<file path="src/ttt_pkg.sv">
// shared types, constants and codes for the top-three tracker
package ttt_pkg;

   localparam int NUM_ENTRIES_DEF = 16;
   localparam int KEY_W           = 4;
   localparam int VAL_W           = 32;
   localparam int EXCL_W          = 5;
   localparam int CNT_W           = 2;
   localparam int LIST_LEN        = 3;

   localparam logic [EXCL_W-1:0] EXCL_RESET = 5'd16;

   localparam logic OP_WRITE = 1'b0;
   localparam logic OP_READ  = 1'b1;

   typedef struct packed {
      logic                    op;
      logic [KEY_W-1:0]        key;
      logic signed [VAL_W-1:0] value;
   } req_type;

   typedef struct packed {
      logic [KEY_W-1:0]        first_index;
      logic [KEY_W-1:0]        second_index;
      logic [KEY_W-1:0]        third_index;
      logic [CNT_W-1:0]        valid_count;
      logic signed [VAL_W-1:0] read_value;
   } rsp_type;

   typedef enum logic [4:0] {
      ST_IDLE  = 5'b00001,
      ST_READ  = 5'b00010,
      ST_MERGE = 5'b00100,
      ST_WRITE = 5'b01000,
      ST_DONE  = 5'b10000
   } state_type;

   typedef struct packed {
      logic start;
      logic step;
      logic self_ok;
      logic l_ok;
      logic r_ok;
   } merge_ctl_type;

endpackage

</file>
<file path="src/ttt_merge.sv">
// merge of a node's own entry with its two child top-three lists, one pick per cycle while ctl.step is high
module ttt_merge #(
   parameter int IW = 4
) (
   input  logic                                 clock,
   input  logic                                 reset,
   input  ttt_pkg::merge_ctl_type               ctl,
   input  logic [IW-1:0]                        self_idx,
   input  logic signed [ttt_pkg::VAL_W-1:0]     self_val,
   input  logic [2:0][IW-1:0]                   l_idx,
   input  logic [2:0][ttt_pkg::VAL_W-1:0]       l_val,
   input  logic [ttt_pkg::CNT_W-1:0]            l_cnt,
   input  logic [2:0][IW-1:0]                   r_idx,
   input  logic [2:0][ttt_pkg::VAL_W-1:0]       r_val,
   input  logic [ttt_pkg::CNT_W-1:0]            r_cnt,
   output logic [2:0][IW-1:0]                   res_idx,
   output logic [2:0][ttt_pkg::VAL_W-1:0]       res_val,
   output logic [ttt_pkg::CNT_W-1:0]            res_cnt
);
   import ttt_pkg::*;

   logic [CNT_W-1:0]         i_ff, j_ff, cnt_ff;
   logic                     taken_ff;
   logic [2:0][IW-1:0]       idx_ff;
   logic [2:0][VAL_W-1:0]    val_ff;

   logic [1:0]               li, ri;
   logic signed [VAL_W-1:0]  lv, rv;
   logic [IW-1:0]            lx, rx;
   logic                     hl, hr, pick_self, pick_l, pick_r, push;
   logic [IW-1:0]            push_idx;
   logic [VAL_W-1:0]         push_val;

   always_comb begin
      li = (i_ff == 2'd3) ? 2'd0 : i_ff;
      ri = (j_ff == 2'd3) ? 2'd0 : j_ff;
      lv = $signed(l_val[li]);
      rv = $signed(r_val[ri]);
      lx = l_idx[li];
      rx = r_idx[ri];
      hl = ctl.l_ok && (i_ff < l_cnt);
      hr = ctl.r_ok && (j_ff < r_cnt);
      // own entry wins ties against both subtrees, left subtree against right
      pick_self = !taken_ff && (!hl || self_val >= lv) && (!hr || self_val >= rv);
      pick_l    = !pick_self && hl && (!hr || lv >= rv);
      pick_r    = !pick_self && !pick_l && hr;
      push      = ctl.step && (pick_self || pick_l || pick_r) && (cnt_ff != 2'd3);
      if (pick_self) begin
         push_idx = self_idx;
         push_val = self_val;
      end else if (pick_l) begin
         push_idx = lx;
         push_val = lv;
      end else begin
         push_idx = rx;
         push_val = rv;
      end
   end

   always_ff @(posedge clock) begin
      if (reset || ctl.start) begin
         i_ff     <= '0;
         j_ff     <= '0;
         cnt_ff   <= '0;
         taken_ff <= !ctl.self_ok;
         idx_ff   <= '0;
         val_ff   <= '0;
      end else if (push) begin
         idx_ff[cnt_ff] <= push_idx;
         val_ff[cnt_ff] <= push_val;
         cnt_ff         <= cnt_ff + 2'd1;
         if (pick_self) begin
            taken_ff <= 1'b1;
         end else if (pick_l) begin
            i_ff <= i_ff + 2'd1;
         end else begin
            j_ff <= j_ff + 2'd1;
         end
      end
   end

   assign res_idx = idx_ff;
   assign res_val = val_ff;
   assign res_cnt = cnt_ff;

endmodule

</file>
<file path="src/top_three_tracker.sv">
// top level of the top-three tracker: entry store, heap tree of top-three lists, control
//
//  channel | direction | handshake          | item
//  --------+-----------+--------------------+------------------------------------
//  req_    | in        | req_valid/req_stall| op, key, value
//  rsp_    | out       | rsp_valid/rsp_stall| three indices, valid count, value
//  csr_    | in        | csr_valid/csr_ready| excluded index (always ready)
//
//  a read item has its result registered from the entry store once the output register is
//  free; a write walks its node and every ancestor, each tree level taking a read, three
//  merge picks and a write back, before its result is registered the same way; the next
//  item is taken once the result is registered
//  after reset the whole tree is rebuilt and the entry store zeroed, with req_stall high;
//  a write to the csr port restarts the tree rebuild but does not start a new zeroing
//  a finished result sits in the output register while the next item is taken
module top_three_tracker #(
   parameter int NUM_ENTRIES = ttt_pkg::NUM_ENTRIES_DEF
) (
   input  logic                         clock,
   input  logic                         reset,
   input  logic                         req_valid,
   output logic                         req_stall,
   input  ttt_pkg::req_type             req_data,
   output logic                         rsp_valid,
   input  logic                         rsp_stall,
   output ttt_pkg::rsp_type             rsp_data,
   input  logic                         csr_valid,
   output logic                         csr_ready,
   input  logic [ttt_pkg::EXCL_W-1:0]   csr_data
);
   import ttt_pkg::*;

   localparam int AW   = $clog2(NUM_ENTRIES);        // entry address
   localparam int IW   = AW;                         // stored entry index
   localparam int NW   = $clog2(NUM_ENTRIES + 1);    // heap node number
   localparam int ROWS = NUM_ENTRIES / 2 + 1;        // sibling pairs, row r = nodes 2r, 2r+1
   localparam int RW   = $clog2(ROWS);

   // one heap node: its top-three list with copies of the values
   typedef struct packed {
      logic [2:0][IW-1:0]    idx;
      logic [2:0][VAL_W-1:0] val;
      logic [CNT_W-1:0]      cnt;
   } node_type;

   // entry store
   logic [VAL_W-1:0] vals_mem [NUM_ENTRIES];
   logic [VAL_W-1:0] vals_rd_ff;
   logic             vals_we, vals_re;
   logic [AW-1:0]    vals_waddr, vals_raddr;
   logic [VAL_W-1:0] vals_wdata;

   // tree store, two nodes to a row so one read brings both children
   node_type [1:0]   tree_mem [ROWS];
   node_type [1:0]   tree_rd_ff;
   logic             tree_we, tree_re, tree_wslot;
   logic [RW-1:0]    tree_waddr, tree_raddr;
   node_type         tree_wdata;

   // control
   state_type        state_ff, state_in;
   logic [NW-1:0]    node_ff, node_in;
   logic [1:0]       mstep_ff, mstep_in;
   logic             rebuild_ff, rebuild_in;   // sweep of all nodes rather than one path
   logic             clear_ff, clear_in;       // zero the entries during the sweep
   logic [EXCL_W-1:0] excl_ff, excl_in;
   req_type          item_ff, item_in;
   node_type         root_ff, root_in;
   rsp_type          rsp_ff, rsp_in;
   logic             rsp_valid_ff, rsp_valid_in;

   merge_ctl_type    mctl;
   node_type         merged;
   logic [AW-1:0]    self_addr;
   logic signed [VAL_W-1:0] self_val;
   logic             key_ok, item_key_ok;
   logic [AW-1:0]    key_addr;

   // memories
   always_ff @(posedge clock) begin
      if (vals_we) begin
         vals_mem[vals_waddr] <= vals_wdata;
      end
      if (vals_re) begin
         vals_rd_ff <= vals_mem[vals_raddr];
      end
   end

   always_ff @(posedge clock) begin
      if (tree_we) begin
         tree_mem[tree_waddr][tree_wslot] <= tree_wdata;
      end
      if (tree_re) begin
         tree_rd_ff <= tree_mem[tree_raddr];
      end
   end

   // merge unit for the node under repair
   assign self_addr = AW'(node_ff - NW'(1));
   // a zeroing sweep must not trust the store contents
   assign self_val  = clear_ff ? '0 : $signed(vals_rd_ff);

   ttt_merge #(.IW(IW)) u_merge (
      .clock    (clock),
      .reset    (reset),
      .ctl      (mctl),
      .self_idx (IW'(self_addr)),
      .self_val (self_val),
      .l_idx    (tree_rd_ff[0].idx),
      .l_val    (tree_rd_ff[0].val),
      .l_cnt    (tree_rd_ff[0].cnt),
      .r_idx    (tree_rd_ff[1].idx),
      .r_val    (tree_rd_ff[1].val),
      .r_cnt    (tree_rd_ff[1].cnt),
      .res_idx  (merged.idx),
      .res_val  (merged.val),
      .res_cnt  (merged.cnt)
   );

   assign key_ok      = 32'(req_data.key) < 32'(NUM_ENTRIES);
   assign item_key_ok = 32'(item_ff.key) < 32'(NUM_ENTRIES);
   assign key_addr    = AW'(32'(req_data.key));

   always_comb begin
      state_in     = state_ff;
      node_in      = node_ff;
      mstep_in     = mstep_ff;
      rebuild_in   = rebuild_ff;
      clear_in     = clear_ff;
      excl_in      = excl_ff;
      item_in      = item_ff;
      root_in      = root_ff;
      rsp_in       = rsp_ff;
      rsp_valid_in = rsp_valid_ff && rsp_stall;

      vals_we    = 1'b0;
      vals_waddr = '0;
      vals_wdata = '0;
      vals_re    = 1'b0;
      vals_raddr = '0;
      tree_re    = 1'b0;
      tree_raddr = '0;
      tree_we    = 1'b0;
      tree_waddr = '0;
      tree_wslot = 1'b0;
      tree_wdata = merged;

      // children of node n exist while 2n (and 2n+1) stay within the entries
      mctl.start   = 1'b0;
      mctl.step    = 1'b0;
      mctl.self_ok = 32'(self_addr) != 32'(excl_ff);
      mctl.l_ok    = (32'(node_ff) << 1) <= 32'(NUM_ENTRIES);
      mctl.r_ok    = ((32'(node_ff) << 1) + 32'd1) <= 32'(NUM_ENTRIES);

      case (state_ff)
         ST_IDLE: begin
            if (req_valid) begin
               item_in = req_data;
               if (req_data.op == OP_WRITE && key_ok) begin
                  vals_we    = 1'b1;
                  vals_waddr = key_addr;
                  vals_wdata = req_data.value;
                  node_in    = NW'(32'(req_data.key) + 32'd1);
                  rebuild_in = 1'b0;
                  state_in   = ST_READ;
               end else begin
                  vals_re    = 1'b1;
                  vals_raddr = key_addr;
                  state_in   = ST_DONE;
               end
            end
         end
         ST_READ: begin
            vals_re    = 1'b1;
            vals_raddr = self_addr;
            if (clear_ff) begin
               vals_we    = 1'b1;
               vals_waddr = self_addr;
            end
            tree_re    = mctl.l_ok;
            tree_raddr = mctl.l_ok ? RW'(node_ff) : '0;
            mctl.start = 1'b1;
            mstep_in   = '0;
            state_in   = ST_MERGE;
         end
         ST_MERGE: begin
            mctl.step = 1'b1;
            mstep_in  = mstep_ff + 2'd1;
            if (mstep_ff == 2'd2) begin
               state_in = ST_WRITE;
            end
         end
         ST_WRITE: begin
            tree_we    = 1'b1;
            tree_waddr = RW'(node_ff >> 1);
            tree_wslot = node_ff[0];
            if (node_ff == NW'(1)) begin
               root_in = merged;
               if (rebuild_ff) begin
                  rebuild_in = 1'b0;
                  clear_in   = 1'b0;
                  state_in   = ST_IDLE;
               end else begin
                  state_in = ST_DONE;
               end
            end else begin
               node_in  = rebuild_ff ? node_ff - NW'(1) : node_ff >> 1;
               state_in = ST_READ;
            end
         end
         ST_DONE: begin
            if (!rsp_valid_ff || !rsp_stall) begin
               rsp_in.first_index  = (root_ff.cnt > 2'd0) ? KEY_W'(32'(root_ff.idx[0])) : '0;
               rsp_in.second_index = (root_ff.cnt > 2'd1) ? KEY_W'(32'(root_ff.idx[1])) : '0;
               rsp_in.third_index  = (root_ff.cnt > 2'd2) ? KEY_W'(32'(root_ff.idx[2])) : '0;
               rsp_in.valid_count  = root_ff.cnt;
               if (!item_key_ok) begin
                  rsp_in.read_value = '0;
               end else if (item_ff.op == OP_WRITE) begin
                  rsp_in.read_value = item_ff.value;
               end else begin
                  rsp_in.read_value = $signed(vals_rd_ff);
               end
               rsp_valid_in = 1'b1;
               state_in     = ST_IDLE;
            end
         end
         default: begin
            state_in = ST_IDLE;
         end
      endcase

      // new exclusion: start the full sweep again from the last node
      if (csr_valid) begin
         excl_in    = csr_data;
         node_in    = NW'(NUM_ENTRIES);
         rebuild_in = 1'b1;
         state_in   = ST_READ;
      end
   end

   always_ff @(posedge clock) begin
      if (reset) begin
         state_ff     <= ST_READ;
         node_ff      <= NW'(NUM_ENTRIES);
         mstep_ff     <= '0;
         rebuild_ff   <= 1'b1;
         clear_ff     <= 1'b1;
         excl_ff      <= EXCL_RESET;
         rsp_valid_ff <= 1'b0;
      end else begin
         state_ff     <= state_in;
         node_ff      <= node_in;
         mstep_ff     <= mstep_in;
         rebuild_ff   <= rebuild_in;
         clear_ff     <= clear_in;
         excl_ff      <= excl_in;
         rsp_valid_ff <= rsp_valid_in;
      end
   end

   // payload registers
   always_ff @(posedge clock) begin
      item_ff <= item_in;
      root_ff <= root_in;
      rsp_ff  <= rsp_in;
   end

   assign req_stall = state_ff != ST_IDLE;
   assign csr_ready = 1'b1;
   assign rsp_valid = rsp_valid_ff;
   assign rsp_data  = rsp_ff;

endmodule

</file>
<file path="config.mk">
export PLATFORM = sky130hd
export DESIGN_NAME = top_three_tracker
export DESIGN_NICKNAME = d
export VERILOG_FILES = /design/src/ttt_pkg.sv /design/src/ttt_merge.sv /design/src/top_three_tracker.sv
export SDC_FILE = /design/constraint.sdc
export NUM_CORES = 2
export LEC_CHECK = 0
export ABC_CLOCK_PERIOD_IN_PS = 16000
export BUFFER_PORTS_ARGS = -buffer_cell sky130_fd_sc_hd__clkbuf_2
export CAP_MARGIN = 20
export CELL_PAD_IN_SITES_DETAIL_PLACEMENT = 0
export CELL_PAD_IN_SITES_GLOBAL_PLACEMENT = 2
export CORE_MARGIN = 3
export CORE_UTILIZATION = 35
export CTS_CLUSTER_DIAMETER = 80
export CTS_CLUSTER_SIZE = 14
export DETAILED_ROUTE_END_ITERATION = 7
export PLACE_DENSITY = 0.61
export SETUP_SLACK_MARGIN = 0.4
export SYNTH_ARGS = -nofsm -noshare
export SYNTH_HDL_FRONTEND = slang
export SYNTH_SLANG_ARGS = --single-unit
export TNS_END_PERCENT = 1
</file>
<file path="constraint.sdc">
create_clock -name clock -period 16 [get_ports clock]
set_clock_uncertainty 0.1 [all_clocks]
set_input_delay 0.8 -clock clock [delete_from_list [all_inputs] [get_ports clock]]
set_output_delay 0.8 -clock clock [all_outputs]
set_load 0.02 [all_outputs]
</file>
; ---- After elaboration in Yosys (flattened, before gate mapping)
; Memory sizes are Yosys's and may differ from the RTL's. A register that Yosys moved wholly into a read port is not among the register bits.
; Index checks and enable logic that the tools add are counted.
; W data, S select, Z words.
[word_totals]
ff_bits = 228
ram_bits = 2492
in_bits = 47
out_inout_bits = 49
elab_cells = 191
memories = 2
[mem_list]
columns = memory, depth, word_bits, rd, rd_clocked_by_memory_dff, write_ports, line
row1 = tree_mem, 9, 220, 1, 1, 1, top_three_tracker.sv:54  ; node_type [1:0] tree_mem [ROWS];
row2 = vals_mem, 16, 32, 1, 1, 1, top_three_tracker.sv:47  ; logic [VAL_W-1:0] vals_mem [NUM_ENTRIES];
[classes]
addsub = 7
magnitude_cmp = 16
n_eq_ne = 18
mux = 75
bitwise = 2
n_reduce_logical = 43
[op_table]
columns = operator, n
row1 = $mux W32, 10
row2 = $mux W220, 1
row3 = $bmux W32 S2, 2
row4 = $demux W110 S1, 1
row5 = $mux W110, 1
row6 = $bwmux W96, 1
row7 = $ge A32 B32 Y1, 3
row8 = $demux W32 S2, 1
row9 = $mux W4, 13
row10 = $mux W5, 10
row11 = $pmux W5 S5, 1
row12 = $mux W1, 21
row13 = $bmux W4 S2, 2
row14 = $pmux W4 S2, 2
row15 = $ne A2 B2 Y1 const B, 7
row16 = $logic_and A1 B1 Y1, 13
row17 = $bwmux W12, 1
row18 = $reduce_and A3 Y1, 4
row19 = $eq A5 B1 Y1 const B, 2
row20 = $pmux W5 S2, 1
row21 = $lt A2 B3 Y1 const B, 3
row22 = $add A2 B1 Y2 const B, 4
row23 = $demux W4 S2, 1
row24 = $logic_not A1 Y1, 8
row25 = other kinds (27), 48

; ---- Logic depth before layout (Yosys ltp)
[logic_depth]
depth_word = 19
depth_mapped = 22
ltp_nobuf = 16

; ---- Modules after synthesis
; A second synthesis with hierarchy kept.
[hier_totals]
hier_cells = 7485
hier_area_um2 = 120524.3
[by_module_without_submodules]
columns = module, n_inst, cells_per_inst, area_each_um2, seq_area_each_um2
row1 = top_three_tracker, 1, 6382, 111476.9, 85592.1
row2 = ttt_merge, 1, 1103, 9047.4, 2312.2

; ---- Worst setup path before layout
; OpenSTA, ideal clock, no wires.
[synth_timing]
kind = flip-flop to flip-flop
startpoint = register node_ff[1]
endpoint = register, netlist name tree_rd_ff[218]
setup_ps = 270
t_arrival_ps = 12808
required_ps = 15630
slack_ps = 2822
stages_incl_launch_ff = 13
n_path_buf = 2
period_less_slack_ps = 13178
cell_sequence = dfxtp_1 > inv_1 > ha_1 > nand2b_1 > a21o_1 > nor2_1 > nand2_1 > clkbuf_1 > clkbuf_1 > a211oi_1 > a311oi_1 > a21oi_1 > a21oi_1
[synth_via]
word_cells_on_any_way = 4
classes_between = order compare (1) / mux (3)
[synth_lines]
columns = element, line
row1 = "start, declared", top_three_tracker.sv:62  ; logic [NW-1:0] node_ff, node_in;
row2 = "start signal, assigned", top_three_tracker.sv:245  ; node_ff <= NW'(NUM_ENTRIES);
row3 = "start signal, assigned", top_three_tracker.sv:253  ; node_ff <= node_in;
row4 = $le A6 B5 Y1, top_three_tracker.sv:152  ; mctl.l_ok = (32'(node_ff) << 1) <= 32'(NUM_ENTRIES);
row5 = $mux W1, top_three_tracker.sv:155  ; case (state_ff)
row6 = net tree_re, top_three_tracker.sv:56  ; logic tree_we, tree_re, tree_wslot;
; The timed path passes the listed nets, and every way through them passes these cells.
; A chain may end at the register's enable or synchronous reset.

; ---- Worst setup path in the final report
[layout_timing]
startpoint = register u_merge.i_ff[1]
endpoint = register u_merge.val_ff, in the netlist u_merge.res_val[92]
[layout_via]
elab_chain_cells = 17
word_cells_on_any_way = 26
classes_between = order compare (3) / eq/ne (1) / mux (6) / reduce/logical (16)
[layout_lines]
columns = element, line
row1 = "start, declared", ttt_merge.sv:22  ; logic [CNT_W-1:0] i_ff, j_ff, cnt_ff;
row2 = "start signal, assigned", ttt_merge.sv:75  ; i_ff <= i_ff + 2'd1;
row3 = $eq A2 B2 Y1, ttt_merge.sv:35  ; li = (i_ff == 2'd3) ? 2'd0 : i_ff;
row4 = $mux W2, ttt_merge.sv:35
row5 = $bmux W32 S2, ttt_merge.sv:37  ; lv = $signed(l_val[li]);
row6 = $mux W32 (implied by the code), ttt_merge.sv:37
row7 = $ge A32 B32 Y1, ttt_merge.sv:44  ; pick_self = !taken_ff && (!hl || self_val >= lv) && (!hr || self_val >= rv);
row8 = $logic_or A1 B1 Y1, ttt_merge.sv:44
row9 = $logic_and A1 B1 Y1 (2 in a row), ttt_merge.sv:44
row10 = $logic_not A1 Y1, "ttt_merge.sv:45, ttt_merge.sv:46"
row11 = $logic_and A1 B1 Y1 (2 in a row), ttt_merge.sv:45  ; pick_l = !pick_self && hl && (!hr || lv >= rv);
row12 = $logic_not A1 Y1, ttt_merge.sv:46  ; pick_r = !pick_self && !pick_l && hr;
row13 = $logic_and A1 B1 Y1 (2 in a row), ttt_merge.sv:46
row14 = $logic_or A1 B1 Y1, ttt_merge.sv:47  ; push = ctl.step && (pick_self || pick_l || pick_r) && (cnt_ff != 2'd3);
row15 = $logic_and A1 B1 Y1 (2 in a row), ttt_merge.sv:47
row16 = "end signal, assigned by index", ttt_merge.sv:70  ; val_ff[cnt_ff] <= push_val;
row17 = "end, declared", ttt_merge.sv:25  ; logic [2:0][VAL_W-1:0] val_ff;
; Several ways; a longest one is shown, not always the timed one. The select of a mux whose other input is x is not followed.

==> impl_metrics.yaml <==
timing:
  rsz0062_at_grt: "no"
  holdWs_ns: 0.127
  fmax_mhz: 150
  final-setup-viol-count: 0
  timing.final.ws_setup_ns: 9.33
  slew_headroom_pct: 22.7
  fin_crit_sh_pct: 41.7
  drv_slew: 0
  fin_setup_tns_ns: 0
  period_needed_ns: 6.67
  hold_viol_final: 0
  tightest_slew_ns: 1.16
routing:
  postRouteAntennaNets: 0
  vias: 68800
  routed_via_density: 5.54
  wl_per_cell_microns: 28.7
  first_pass_iters: 6
  routed_wirelength_microns: 356000
  drc: 0
  drtIter0Drc: 6192
placed_design:
  port_buffers: 94
  post-place-ws_ns: 9.27
  placed_cell_area_sq_mm: 0.123
  place_congestion: 0.839
  dpl.hpwl_microns: 194000
  place_inst: 12100
run_status:
  status: "finished, final reports clean"
clock_network:
  postCtsHoldBufs: 36
  cts_tree: "yes"
  cts_num_sinks: 2972
  htree_levels: 4
  clkSlewWorstSetupHoldPaths_ns: 0.07
  clockRootBuffer: "clkbuf_16"
  cts_setup_buffers: 0
  cts_buffers: 237
  clk_latency_ns: 0.91
  cts.path.max_buffers: 4
  cts.repair.resized: 0
synthesis:
  synthTopCellsByArea: "edfxtp_1, a21oi_1, nand2_1, mux2i_1, a211oi_1"
  avgSynthCellArea_sq_um: 14.7
  synthCells: 7976
  synth_top_cell_area_share_pct: 72.5
  yosys.cell_count.top_type: "edfxtp_1"
  synth_top_flop_cell: "edfxtp_1"
  synth_area_leader_cell: "edfxtp_1"
  syn-cell-area_sq_mm: 0.118
  ys_seq_elements: 2972
  async_flop_share_pct: 0
  synth-edff-count: 2838
  synth.net_count: 8133
  synthTopCellsByCount: "edfxtp_1, nand2_1, a21oi_1"
  yosysWarnings: 0
  seq_area_frac_synth_pct: 74.7
  yosysUniqueCellTypes: 62
critical_path:
  r2r_start: "u_merge.i_ff[1]$_SDFFE_PP0P_"
  r2r-end: "u_merge.res_val[92]$_SDFFE_PP0P_"
  worstSetupStartpointType: "flop"
  worstSetupPathType: "reg2reg"
  cp_max_fo: 33
  reg2reg_slack_ns: 9.33
  required_ns: 16.62
  endpoint_kind: "flop"
  critPathArrivalTime_ns: 7.29
  reg2reg_depth: 16
layout:
  fin_util_pct: 39.0
  nNetsFinal: 8099
  drive_gt1_share_pct: 8.15
  fin_cells: 12400
  stdcell_area_sq_mm: 0.130
  area_delta_synth_final_pct: 10.7
  fillCellCount: 30900
global_routing:
  grt_max_degree: 152
  grt_pass1_wl_microns: 506000
  grt_pass1_vias: 66800
  track_usage_pct: 20.3
  antenna_found_initial: 29
  overflow: 0
power_and_ir_drop:
  power.density_mw_per_mm2: 111
  ir_worst_vdd_v: 0.0000836
  total_power_mw: 14.4
  total_leakage_power_nw: 42.3
hold_path:
  whs_path_depth: 3
  holdCritStartpoint: "rsp_stall"
  holdCritPathClass: "in2reg"
  holdPathEnd: "rsp_valid$_SDFF_PP0_"
floorplan:
  die_area_sq_mm: 0.343
  die-height_microns: 586
  num_io_pins: 96
  die_w_microns: 586
  core_sq_mm: 0.334
  num_rows: 212
  start_util_pct: 35.2
run:
  maxCapViolations: 0
[worst max-delay path by stage]
stage	from	end	slack [ns]	cells after the start
after detailed placement	u_merge.i_ff[0]$_SDFFE_PP0P_	u_merge.res_val[45]$_SDFFE_PP0P_	9.27	15
after floorplan	node_ff[1]$_SDFFE_PP0P_	tree_rd_ff[218]$_DFFE_PP_	2.82	12
final	u_merge.i_ff[1]$_SDFFE_PP0P_	u_merge.res_val[92]$_SDFFE_PP0P_	9.33	16
after CTS	u_merge.i_ff[1]$_SDFFE_PP0P_	u_merge.res_val[49]$_SDFFE_PP0P_	9.28	16
after global placement	u_merge.i_ff[0]$_SDFFE_PP0P_	u_merge.res_val[90]$_SDFFE_PP0P_	9.33	15
after global routing	u_merge.i_ff[0]$_SDFFE_PP0P_	u_merge.res_val[62]$_SDFFE_PP0P_	9.02	15
[placed cells by master, fill, tap and decap left out, drive strengths merged, types with 4 or more instances in the layout]
cell / Yosys / layout
diode: 0 / 6
o211ai: 85 / 85
clkinv: 1 / 9
a31oi: 69 / 69
a211o: 4 / 4
o221ai: 247 / 247
nor2: 333 / 333
nand4: 17 / 17
a21oi: 660 / 660
nand3: 95 / 95
inv: 85 / 91
dlygate4sd3: 0 / 36
or4: 6 / 6
a22oi: 4 / 4
nor4: 7 / 7
clkbuf: 506 / 404
mux2: 64 / 64
buf: 67 / 169
nor3: 14 / 14
edfxtp: 2838 / 2838
nor2b: 15 / 15
a2111oi: 6 / 6
ha: 110 / 110
nand2: 829 / 829
o21ai: 288 / 288
a311oi: 285 / 285
and3: 13 / 13
xnor2: 11 / 11
a21o: 8 / 8
o22ai: 4 / 4
a211oi: 394 / 394
and2: 391 / 391
dfxtp: 134 / 134
nand2b: 39 / 39
or3: 5 / 5
mux2i: 306 / 306
[logic make-up (layout without fill, tap and decap cells)]
group           Yosys count  in the layout  synth area share, %
flops                  2972           2972                 74.7
compound gates         2072           2072                 11.7
simple gates           1778           1778                 6.91
buf+inv                 659            711                 2.13
mux                     370            370                 3.22
fa+ha+maj               110            110                 1.17
xor+xnor                 14             14                0.104
other cells               1              7              0.00319
[report_power, final]
group | internal (mW) | total [mW] | leakage [nW] | switching, mW
Sequential | 8.47 | 8.55 | 26.9 | 0.0765
Clock | 2.77 | 5.46 | 3.18 | 2.69
Combinational | 0.113 | 0.413 | 12.2 | 0.300
Total | 11.4 | 14.4 | 42.3 | 3.07
[metal layers]
layer	track usage (%)	wire length, microns
met1	29.2	164000
met2	33.3	169000
met3	2.29	16400
met4	3.69	6570
met5	0	34
[layout make-up]
type                    instances  area (sq um)  area share [%]
diodes                          6          15.0          0.0115
clock buffers                 309          6310            4.84
clock inverters                16           256           0.197
inverters                      86           323           0.248
multi-input cells            4345         27600            21.2
flip-flops and latches       2972         87900            67.5
well taps                    4387          5490            4.22
repair buffers                300          2260            1.74
[flip-flops by register name (all words and copies together) (netlist names), 5 cells and up]
register / flops
excl_ff: 5
item_ff: 33
node_ff: 5
root_ff: 14
rsp_data: 46
state_ff: 5
tree_mem: 1980
tree_rd_ff: 220
u_merge.res_idx: 12
u_merge.res_val: 96
vals_mem: 512
vals_rd_ff: 32
[critical path, stage by stage (launching register included)]
cell and delay (ns):
dfxtp_1 0.34, inv_1 0.12, ha_4 0.31, buf_4 0.87, mux2i_1 0.28, o21ai_0 0.89
inv_1 0.15, ha_1 0.35, nand4_1 0.29, a2111oi_0 0.43, o21ai_0 0.17, o2111a_1 0.18
a211oi_1 0.35, nor4_4 0.10, buf_4 0.28, nor2b_4 0.91, a21oi_1 0.17
Note: power is estimated with default switching activity, not from simulation.
